--- config.mk ---
export PLATFORM = sky130hd
export DESIGN_NAME = x86_16bit_instruction_framer
export DESIGN_NICKNAME = d
export VERILOG_FILES = /design/src/hw/rtl/xif_pkg.sv /design/src/hw/rtl/xif_core.sv /design/src/hw/rtl/x86_16bit_instruction_framer.sv
export SDC_FILE = /design/constraint.sdc
export NUM_CORES = 1
export LEC_CHECK = 0
export ABC_AREA = 1
export BUFFER_PORTS_ARGS = -buffer_cell sky130_fd_sc_hd__buf_2
export CAP_MARGIN = 40
export CORE_UTILIZATION = 30
export CTS_BUF_LIST = sky130_fd_sc_hd__clkbuf_8
export CTS_CLUSTER_SIZE = 12
export DETAILED_ROUTE_END_ITERATION = 7
export PLACE_DENSITY = 0.58
export SYNTH_ARGS = -nofsm -noshare
export SYNTH_HDL_FRONTEND = slang
export SYNTH_SLANG_ARGS = --single-unit
--- constraint.sdc ---
create_clock -name clk -period 3.25 [get_ports clk]
set_input_delay 0.1625 -clock clk [delete_from_list [all_inputs] [get_ports clk]]
set_output_delay 0.1625 -clock clk [all_outputs]
set_load 0.005 [all_outputs]
--- src/hw/rtl/xif_pkg.sv ---
// Shared types, opcode constants and decode functions for the x86 instruction framer.
// Used by xif_core and by the top level x86_16bit_instruction_framer.
package xif_pkg;

	typedef enum logic [1:0] {
		PH_OPCODE,
		PH_MODRM,
		PH_DISP,
		PH_IMM
	} phase_t;

	// Per-opcode decode: illegal flag, ModRM follows, and immediate byte count.
	typedef struct packed {
		logic       ill;
		logic       modrm;
		logic [2:0] imm;
	} op_class_t;

	// One framed instruction.
	typedef struct packed {
		logic [7:0]  opcode;
		logic        has_modrm;
		logic [7:0]  modrm;
		logic [1:0]  disp_bytes;
		logic [15:0] displacement;
		logic [1:0]  imm_bytes;
		logic [15:0] immediate;
		logic        has_segment;
		logic [15:0] segment_word;
		logic [2:0]  length;
		logic        illegal;
	} frame_rec_t;

	localparam logic [7:0] OP_ESC_0F  = 8'h0F;
	localparam logic [7:0] OP_MOV_RS  = 8'h8C;
	localparam logic [7:0] OP_MOV_SR  = 8'h8E;
	localparam logic [7:0] OP_POP_RM  = 8'h8F;
	localparam logic [7:0] OP_SHF_LO  = 8'hD0;
	localparam logic [7:0] OP_SHF_HI  = 8'hD3;
	localparam logic [7:0] OP_AAM     = 8'hD4;
	localparam logic [7:0] OP_AAD     = 8'hD5;
	localparam logic [7:0] OP_GRP3B   = 8'hF6;
	localparam logic [7:0] OP_GRP3W   = 8'hF7;
	localparam logic [7:0] OP_GRP4    = 8'hFE;
	localparam logic [7:0] OP_GRP5    = 8'hFF;

	localparam logic [15:0] ASCII_BASE = 16'h000A;

	localparam logic [1:0] MOD_MEM    = 2'b00;
	localparam logic [1:0] MOD_DISP8  = 2'b01;
	localparam logic [1:0] MOD_DISP16 = 2'b10;
	localparam logic [2:0] RM_DIRECT  = 3'd6;

	localparam logic [2:0] IMM_NONE = 3'd0;
	localparam logic [2:0] IMM_B    = 3'd1;
	localparam logic [2:0] IMM_W    = 3'd2;
	localparam logic [2:0] IMM_FAR  = 3'd4;

	function automatic op_class_t xif_classify(input logic [7:0] op);
		logic [4:0] g;
		logic [2:0] s;
		op_class_t  c;
		g = op[7:3];
		s = op[2:0];
		c = '{ill: 1'b0, modrm: 1'b0, imm: IMM_NONE};
		unique case (g) inside
			[5'd0:5'd7]: begin
				if (s < 3'd4) c.modrm = 1'b1;
				else if (s == 3'd4) c.imm = IMM_B;
				else if (s == 3'd5) c.imm = IMM_W;
				else c.ill = (op == OP_ESC_0F);
			end
			5'd12, 5'd13: c.ill = 1'b1;
			5'd14, 5'd15, 5'd22, 5'd28: c.imm = IMM_B;
			5'd16: begin
				c.modrm = 1'b1;
				if (s < 3'd4) c.imm = (s == 3'd1) ? IMM_W : IMM_B;
			end
			5'd17, 5'd27: c.modrm = 1'b1;
			5'd19: c.imm = (s == 3'd2) ? IMM_FAR : IMM_NONE;
			5'd20: c.imm = (s < 3'd4) ? IMM_W : IMM_NONE;
			5'd21: begin
				if (s == 3'd0) c.imm = IMM_B;
				else if (s == 3'd1) c.imm = IMM_W;
			end
			5'd23: c.imm = IMM_W;
			5'd24: begin
				if (s < 3'd2) c.ill = 1'b1;
				else if (s == 3'd2) c.imm = IMM_W;
				else if (s == 3'd6) begin
					c.modrm = 1'b1;
					c.imm   = IMM_B;
				end else if (s == 3'd7) begin
					c.modrm = 1'b1;
					c.imm   = IMM_W;
				end else if (s != 3'd3) c.modrm = 1'b1;
			end
			5'd25: begin
				if (s < 3'd2) c.ill = 1'b1;
				else if (s == 3'd2) c.imm = IMM_W;
				else if (s == 3'd5) c.imm = IMM_B;
			end
			5'd26: begin
				if (s < 3'd4) c.modrm = 1'b1;
				else if (s < 3'd6) c.imm = IMM_B;
				else if (s == 3'd6) c.ill = 1'b1;
			end
			5'd29: begin
				if (s < 3'd2) c.imm = IMM_W;
				else if (s == 3'd2) c.imm = IMM_FAR;
				else if (s == 3'd3) c.imm = IMM_B;
			end
			5'd30: begin
				if (s == 3'd1) c.ill = 1'b1;
				else if (s == 3'd6) begin
					c.modrm = 1'b1;
					c.imm   = IMM_B;
				end else if (s == 3'd7) begin
					c.modrm = 1'b1;
					c.imm   = IMM_W;
				end
			end
			5'd31: c.modrm = (s >= 3'd6);
			default: c.ill = 1'b0;
		endcase
		return c;
	endfunction

	// Encodings whose ModRM reg field selects no valid operation.
	function automatic logic xif_modrm_illegal(input logic [7:0] op, input logic [7:0] m);
		logic [2:0] r;
		logic       bad;
		r = m[5:3];
		if (op == OP_MOV_RS || op == OP_MOV_SR) bad = m[5];
		else if (op == OP_POP_RM) bad = (r != 3'd0);
		else if (op >= OP_SHF_LO && op <= OP_SHF_HI) bad = (r == 3'd6);
		else if (op == OP_GRP3B || op == OP_GRP3W) bad = (r == 3'd1);
		else if (op == OP_GRP4) bad = (r > 3'd1);
		else if (op == OP_GRP5) bad = (r == 3'd7);
		else bad = 1'b0;
		return bad;
	endfunction

	// Displacement bytes implied by ModRM mod and rm.
	function automatic logic [1:0] xif_disp_len(input logic [7:0] m);
		logic [1:0] n;
		if (m[7:6] == MOD_DISP8) n = 2'd1;
		else if (m[7:6] == MOD_DISP16) n = 2'd2;
		else if (m[7:6] == MOD_MEM && m[2:0] == RM_DIRECT) n = 2'd2;
		else n = 2'd0;
		return n;
	endfunction

endpackage

--- src/hw/rtl/xif_core.sv ---
// Framing state machine: tracks the phase of the current instruction and collects its bytes.
// Depends on xif_pkg for the phase type, the record type and the decode functions.
module xif_core
	import xif_pkg::*;
(
	input  logic        clk,
	input  logic        arst_n,
	input  logic        step,
	input  logic [7:0]  code,
	output logic        emit,
	output frame_rec_t  rec
);

	phase_t      phase_q, phase_d;
	logic [7:0]  opcode_q, opcode_d;
	logic [7:0]  modrm_q, modrm_d;
	logic        taken_q, taken_d;
	logic [1:0]  disp_total_q, disp_total_d;
	logic [1:0]  disp_left_q, disp_left_d;
	logic [2:0]  imm_total_q, imm_total_d;
	logic [2:0]  imm_left_q, imm_left_d;
	logic [15:0] disp_word_q, disp_word_d;
	logic [15:0] imm_word_q, imm_word_d;
	logic [15:0] seg_word_q, seg_word_d;
	logic [2:0]  count_q, count_d;
	logic        ill;
	logic        ascii_bad;
	op_class_t   cls;
	logic        dpos;
	logic [1:0]  ipos;

	assign cls  = xif_classify(code);
	assign dpos = 1'(disp_total_q - disp_left_q);
	assign ipos = 2'(imm_total_q - imm_left_q);

	// Next state and collected fields for the byte presented this cycle.
	always_comb begin
		phase_d      = phase_q;
		opcode_d     = opcode_q;
		modrm_d      = modrm_q;
		taken_d      = taken_q;
		disp_total_d = disp_total_q;
		disp_left_d  = disp_left_q;
		imm_total_d  = imm_total_q;
		imm_left_d   = imm_left_q;
		disp_word_d  = disp_word_q;
		imm_word_d   = imm_word_q;
		seg_word_d   = seg_word_q;
		count_d      = count_q + 3'd1;
		emit         = 1'b0;
		ill          = 1'b0;
		unique case (phase_q)
			PH_OPCODE: begin
				opcode_d     = code;
				modrm_d      = 8'd0;
				taken_d      = 1'b0;
				disp_total_d = 2'd0;
				disp_left_d  = 2'd0;
				imm_left_d   = 3'd0;
				disp_word_d  = 16'd0;
				imm_word_d   = 16'd0;
				seg_word_d   = 16'd0;
				count_d      = 3'd1;
				imm_total_d  = cls.imm;
				if (cls.ill) begin
					emit = 1'b1;
					ill  = 1'b1;
				end else if (cls.modrm) begin
					phase_d = PH_MODRM;
				end else if (cls.imm != IMM_NONE) begin
					imm_left_d = cls.imm;
					phase_d    = PH_IMM;
				end else begin
					emit = 1'b1;
				end
			end
			PH_MODRM: begin
				modrm_d = code;
				taken_d = 1'b1;
				if (xif_modrm_illegal(opcode_q, code)) begin
					imm_total_d = IMM_NONE;
					emit        = 1'b1;
					ill         = 1'b1;
				end else begin
					// Only the TEST form of group 3 carries an immediate.
					if ((opcode_q == OP_GRP3B || opcode_q == OP_GRP3W) && code[5:3] != 3'd0)
						imm_total_d = IMM_NONE;
					disp_total_d = xif_disp_len(code);
					disp_left_d  = disp_total_d;
					if (disp_total_d != 2'd0) begin
						phase_d = PH_DISP;
					end else if (imm_total_d != IMM_NONE) begin
						imm_left_d = imm_total_d;
						phase_d    = PH_IMM;
					end else begin
						emit = 1'b1;
					end
				end
			end
			PH_DISP: begin
				if (dpos) disp_word_d[15:8] = code;
				else disp_word_d[7:0] = code;
				disp_left_d = disp_left_q - 2'd1;
				if (disp_left_d == 2'd0) begin
					if (imm_total_q != IMM_NONE) begin
						imm_left_d = imm_total_q;
						phase_d    = PH_IMM;
					end else begin
						emit = 1'b1;
					end
				end
			end
			PH_IMM: begin
				case (ipos)
					2'd0:    imm_word_d[7:0]  = code;
					2'd1:    imm_word_d[15:8] = code;
					2'd2:    seg_word_d[7:0]  = code;
					default: seg_word_d[15:8] = code;
				endcase
				imm_left_d = imm_left_q - 3'd1;
				if (imm_left_d == 3'd0) emit = 1'b1;
			end
			default: phase_d = PH_OPCODE;
		endcase
		if (emit) phase_d = PH_OPCODE;
	end

	// The record of the instruction that this byte completes.
	always_comb begin
		ascii_bad = (opcode_d == OP_AAM || opcode_d == OP_AAD) && (imm_word_d != ASCII_BASE);
		rec.opcode       = opcode_d;
		rec.has_modrm    = taken_d;
		rec.modrm        = taken_d ? modrm_d : 8'd0;
		rec.disp_bytes   = disp_total_d;
		rec.displacement = disp_word_d;
		rec.imm_bytes    = (imm_total_d > IMM_W) ? 2'd2 : imm_total_d[1:0];
		rec.immediate    = imm_word_d;
		rec.has_segment  = (imm_total_d == IMM_FAR);
		rec.segment_word = seg_word_d;
		rec.length       = count_d;
		rec.illegal      = ill | ascii_bad;
	end

	always_ff @(posedge clk or negedge arst_n) begin
		if (!arst_n) begin
			phase_q      <= PH_OPCODE;
			opcode_q     <= 8'd0;
			modrm_q      <= 8'd0;
			taken_q      <= 1'b0;
			disp_total_q <= 2'd0;
			disp_left_q  <= 2'd0;
			imm_total_q  <= 3'd0;
			imm_left_q   <= 3'd0;
			disp_word_q  <= 16'd0;
			imm_word_q   <= 16'd0;
			seg_word_q   <= 16'd0;
			count_q      <= 3'd0;
		end else if (step) begin
			phase_q      <= phase_d;
			opcode_q     <= opcode_d;
			modrm_q      <= modrm_d;
			taken_q      <= taken_d;
			disp_total_q <= disp_total_d;
			disp_left_q  <= disp_left_d;
			imm_total_q  <= imm_total_d;
			imm_left_q   <= imm_left_d;
			disp_word_q  <= disp_word_d;
			imm_word_q   <= imm_word_d;
			seg_word_q   <= seg_word_d;
			count_q      <= count_d;
		end
	end

	a_disp_left: assert property (@(posedge clk) disable iff (!arst_n)
		phase_q == PH_DISP |-> disp_left_q != 2'd0 && disp_left_q <= disp_total_q)
		else $error("displacement phase with no bytes left");

	a_imm_left: assert property (@(posedge clk) disable iff (!arst_n)
		phase_q == PH_IMM |-> imm_left_q != 3'd0 && imm_left_q <= imm_total_q)
		else $error("immediate phase with no bytes left");

	a_length: assert property (@(posedge clk) disable iff (!arst_n)
		step && emit |-> rec.length != 3'd0 && rec.length <= 3'd6)
		else $error("framed instruction length out of range");

	a_open: assert property (@(posedge clk) disable iff (!arst_n)
		step && phase_q == PH_OPCODE && !emit |=> phase_q != PH_OPCODE)
		else $error("opcode without a result did not open an instruction");

endmodule

--- src/hw/rtl/x86_16bit_instruction_framer.sv ---
// Top level of the x86 16-bit instruction framer: input register, framing core, result register.
// Depends on xif_pkg and xif_core.
//
// Usage: code bytes enter on in_valid/in_stall with code_byte, one byte per transaction.
// Each completed instruction leaves as one transaction on out_valid/out_stall with
// its fields on separate ports. Bytes that do not end an instruction give no result.
// A byte lands in the input register when it is accepted; from there the core updates
// and, if the instruction is complete, the record is loaded into the result register.
// Throughput: one byte per cycle while in_stall is low, set by the framing step in
// xif_core, which takes the held byte whenever step is high.
// When the receiver stalls, the result register holds its record and the input register
// keeps accepting bytes that complete no instruction; only a byte that would finish
// another instruction waits in the input register, and then in_stall is raised.
// Reset clears the valid flags and returns the core to expecting an opcode.
module x86_16bit_instruction_framer
	import xif_pkg::*;
(
	input  logic        clk,
	input  logic        arst_n,
	input  logic        in_valid,
	output logic        in_stall,
	input  logic [7:0]  code_byte,
	output logic        out_valid,
	input  logic        out_stall,
	output logic [7:0]  opcode,
	output logic        has_modrm,
	output logic [7:0]  modrm,
	output logic [1:0]  disp_bytes,
	output logic [15:0] displacement,
	output logic [1:0]  imm_bytes,
	output logic [15:0] immediate,
	output logic        has_segment,
	output logic [15:0] segment_word,
	output logic [2:0]  length,
	output logic        illegal
);

	logic       valid_s1;
	logic [7:0] byte_s1;
	logic       valid_s2;
	frame_rec_t rec_s2;
	frame_rec_t rec;
	logic       emit;
	logic       advance;
	logic       step;

	// The held byte may advance unless it finishes an instruction while the result is stuck.
	assign advance  = !emit || !valid_s2 || !out_stall;
	assign step     = valid_s1 && advance;
	assign in_stall = valid_s1 && !advance;

	xif_core u_core (
		.clk    (clk),
		.arst_n (arst_n),
		.step   (step),
		.code   (byte_s1),
		.emit   (emit),
		.rec    (rec)
	);

	always_ff @(posedge clk or negedge arst_n) begin
		if (!arst_n) begin
			valid_s1 <= 1'b0;
		end else if (!in_stall) begin
			valid_s1 <= in_valid;
		end
	end

	always_ff @(posedge clk) begin
		if (in_valid && !in_stall) begin
			byte_s1 <= code_byte;
		end
	end

	always_ff @(posedge clk or negedge arst_n) begin
		if (!arst_n) begin
			valid_s2 <= 1'b0;
		end else if (step && emit) begin
			valid_s2 <= 1'b1;
		end else if (!out_stall) begin
			valid_s2 <= 1'b0;
		end
	end

	always_ff @(posedge clk) begin
		if (step && emit) begin
			rec_s2 <= rec;
		end
	end

	assign out_valid    = valid_s2;
	assign opcode       = rec_s2.opcode;
	assign has_modrm    = rec_s2.has_modrm;
	assign modrm        = rec_s2.modrm;
	assign disp_bytes   = rec_s2.disp_bytes;
	assign displacement = rec_s2.displacement;
	assign imm_bytes    = rec_s2.imm_bytes;
	assign immediate    = rec_s2.immediate;
	assign has_segment  = rec_s2.has_segment;
	assign segment_word = rec_s2.segment_word;
	assign length       = rec_s2.length;
	assign illegal      = rec_s2.illegal;

	a_no_overwrite: assert property (@(posedge clk) disable iff (!arst_n)
		valid_s2 && out_stall |-> !(step && emit))
		else $error("pending result overwritten");

	a_hold_result: assert property (@(posedge clk) disable iff (!arst_n)
		valid_s2 && out_stall |=> valid_s2 && $stable(rec_s2))
		else $error("stalled result changed");

	a_stall_cause: assert property (@(posedge clk) disable iff (!arst_n)
		in_stall |-> valid_s1 && emit && valid_s2 && out_stall)
		else $error("input stalled without a blocked result");

endmodule

==> load_flow_metrics.sql <==
INSERT INTO impl_metrics (metric_group, metric, value, unit) VALUES
('global_routing', 'grt_pass1_vias', '5734', ''),
('global_routing', 'grt_start_max_net_pins', '70', ''),
('placed_design', 'placement.io_buffers', '87', ''),
('yosys', 'synthDominantAreaCellType', 'edfxtp_1', ''),
('cells_and_area', 'number_of_nets_in_the_layout', '979', ''),
('timing', 'tmin_final', '2.897', 'ns'),
('critical_path', 'cell_by_cell_trace_of_the_critical_path', 'inv_1, ha_1, xnor2_1, xor2_1, nand3_2, o211ai_1, nand2_1, nor2_1, nand2_1, o21ai_1, nand2_1', ''),
('cts', 'tritoncts.num_buffers', '17', ''),
('timing', 'worst_slew_margin_rel', '0.4607', ''),
('worst_hold_path', 'timing.hold.worst_endpoint', 'out_valid', ''),
('global_routing', 'grt_remaining_overflow', '0', ''),
('drt', 'dr.max_layer_used', 'met4', ''),
('die', 'die_height', '163.5', 'um'),
('drt', 'wl_per_cell', '15.66', 'um'),
('timing', 'setup_violations', '0', ''),
('timing', 'min_period_over_period', '0.8913', ''),
('drt', 'routed_metal_1_wire_length', '9996', 'um'),
('global_routing', 'gr-usage-all-layers', '0.1578', ''),
('cts', 'tritoncts', 'built', ''),
('die', 'num_io_pins', '88', ''),
('yosys', 'post-synth-top-count-cell', 'nand2_1', ''),
('drt', 'route.detailed.vias_per_inst', '4.792', ''),
('timing', 'drv_slew', '0', ''),
('power', 'power.static_leakage', '4.110', 'nW'),
('die', 'core-area', '25400', 'um2'),
('cts', 'cts.root.buffer_cell', 'clkbuf_8', ''),
('drt', 'drt_drc_violations_left', '0', ''),
('job', 'maxCapViolCount', '0', ''),
('die', 'die_width', '163.5', 'um'),
('yosys', 'synth.top_cells.by_count', '215 x nand2_1, 104 x inv_1, 82 x dfrtp_1, 82 x edfxtp_1, 69 x nor2_1', ''),
('cells_and_area', 'layout.filler_cells', '2617', ''),
('power', 'power.ir.vdd_worst', '0.3565', 'mV'),
('worst_hold_path', 'hp-class', 'in -> reg', ''),
('run_status', 'outcome', 'completed', ''),
('cts', 'cts_htree_levels', '4', ''),
('critical_path', 'r2r-end', 'illegal', ''),
('cts', 'cts.reportedPaths.clkPinSlew', '0.10', 'ns'),
('yosys', 'synthArstFlopShare', '0.5000', ''),
('worst_hold_path', 'hold_path.startpoint', 'out_stall', ''),
('critical_path', 'critPathBufInv', '1', ''),
('timing', 'setup_repair_after_global_routing_missed_its_margin', 'no', ''),
('drt', 'routed_wirelength', '20370', 'um'),
('cells_and_area', 'fin_area', '9179', 'um2'),
('yosys', 'syn_avg_cell_area', '9.097', 'um2'),
('cts', 'cts_sinks', '164', ''),
('cts', 'clkLatencyLatePin', '0.47', 'ns'),
('die', 'fp.dieArea', '26730', 'um2'),
('critical_path', 'max_stage_delay', '0.45', 'ns'),
('critical_path', 'rrSetupSlack', '0.35', 'ns'),
('timing', 'fin_worst_skew', '0.01689', 'ns'),
('cells_and_area', 'post_route_cells_drive_above_1_share', '0.1792', ''),
('critical_path', 'cp_top_family', 'simple AND/OR/NAND/NOR gates', ''),
('drt', 'dr_wl_met3', '1072', 'um'),
('drt', 'length_of_the_first_detailed_routing_pass_in_iterations', '5', ''),
('critical_path', 'critical_path_data_required_time', '3.45', 'ns'),
('yosys', 'syn-instance-count', '860', ''),
('timing', 'maxClockFrequency', '345.2', 'MHz'),
('drt', 'antenna_violating_nets_post_route', '0', ''),
('power', 'post-layout-total-power', '0.008222', 'W'),
('drt', 'dr.first_iter.drc_count', '551', ''),
('worst_hold_path', 'min_path_cells', '3', ''),
('cts', 'cts_max_path_buffers', '2', ''),
('placed_design', 'placed_area', '8645', 'um2'),
('global_routing', 'grt_pass1_wl', '32130', 'um'),
('timing', 'worst_slew_pin_slew', '0.8089', 'ns'),
('yosys', 'seq_area_frac_synth', '0.5770', ''),
('yosys', 'ffs_latches_synth', '164', ''),
('critical_path', 'worst_setup_path_end_kind', 'register', ''),
('global_routing', 'grt_antenna_before_repair', '0', ''),
('critical_path', 'cpMaxStageDelayCell', 'o211ai_1', ''),
('yosys', 'synth_cell_types', '42', '');
[what timing repair did]
action	CTS	global route
gates resized for setup	0	0
hold buffers	10	0
setup buffers	0	0
endpoints found under the hold margin	65	0
[report_power, final]
group | internal (W) | switching (W)
Clock | 0.000817 | 0.000797
Sequential | 0.00296 | 0.000261
Combinational | 0.00109 | 0.00230
[tightest hold or removal path, stage by stage]
cell and delay, ns:
buf_2 0.08, nand2_1 0.10, nand2_1 0.10
[cell type report]
class                           count  area (um2)  share of cell area
Clock buffer                       19       261.5             0.02849
Clock inverter                     13       172.7             0.01881
Inverter                          118       454.2             0.04948
Multi-Input combinational cell    542        2640              0.2876
Sequential cell                   164        4514              0.4918
Tap cell                          330       412.9             0.04498
Timing Repair Buffer              115       723.2             0.07879
[kinds of logic after synthesis]
family / count (synthesis) / synth area share
AO/OA/AOI/OAI: 174 / 0.1231
XOR/XNOR: 4 / 0.004479
AND/OR/NAND/NOR: 355 / 0.1954
buffers and inverters: 154 / 0.08556
flip-flops: 164 / 0.5770
adder cells (fa/ha/maj): 9 / 0.01439
[registers in the layout, indices dropped and copies added, names as in the netlist, 16 cells and up]
signal and count:
u_core.disp_word_q 16, immediate 16, displacement 16, u_core.seg_word_q 16, u_core.imm_word_q 16, segment_word 16
[layer usage]
layer	GRT usage	vias up
li1	-	3036
met1	0.2263	2969
met2	0.2359	198
met3	0.03149	32
met4	0.05303	0
met5	0	-
[cell usage in the layout (no fill, tap or decap), types with 5 or more instances in the layout]
cell type,n
nand2_1,215
inv_1,104
buf_2,86
edfxtp_1,82
dfrtp_1,82
nor2_1,69
o21ai_1,61
o21ai_0,52
nand3_1,28
a21oi_1,19
clkbuf_8,19
buf_4,15
o22ai_1,14
dlygate4sd3_1,10
inv_2,9
ha_1,9
a211oi_1,8
o211ai_1,7
nand4_1,7
or2_2,6
nor2_2,5
[worst max path at each step]
| stage | endpoint | slack, ns | cells past startpoint |
|---|---|---|---|
| after detailed placement | illegal | 0.41 | 11 |
| after floorplan | disp_bytes[0] | 0.21 | 13 |
| after global routing | illegal | 0.12 | 13 |
| after CTS | in_stall | 0.37 | 14 |
| final | illegal | 0.35 | 11 |
| after global placement | illegal | 0.38 | 11 |
[per-stage QoR]
step	cells	setup WS, ns	hold WS [ns]	utilization
after floorplan	860	0.2113	-0.1331	-
after global placement	1259	0.3822	0.3049	0.3403
after detailed placement	1259	0.4146	0.3070	0.3403
after CTS	1301	0.3669	0.01129	0.3614
after global routing	1301	0.1202	0.009788	0.3614
final	1301	0.3532	0.01304	0.3614
Note: power is estimated with default switching activity, not from simulation.
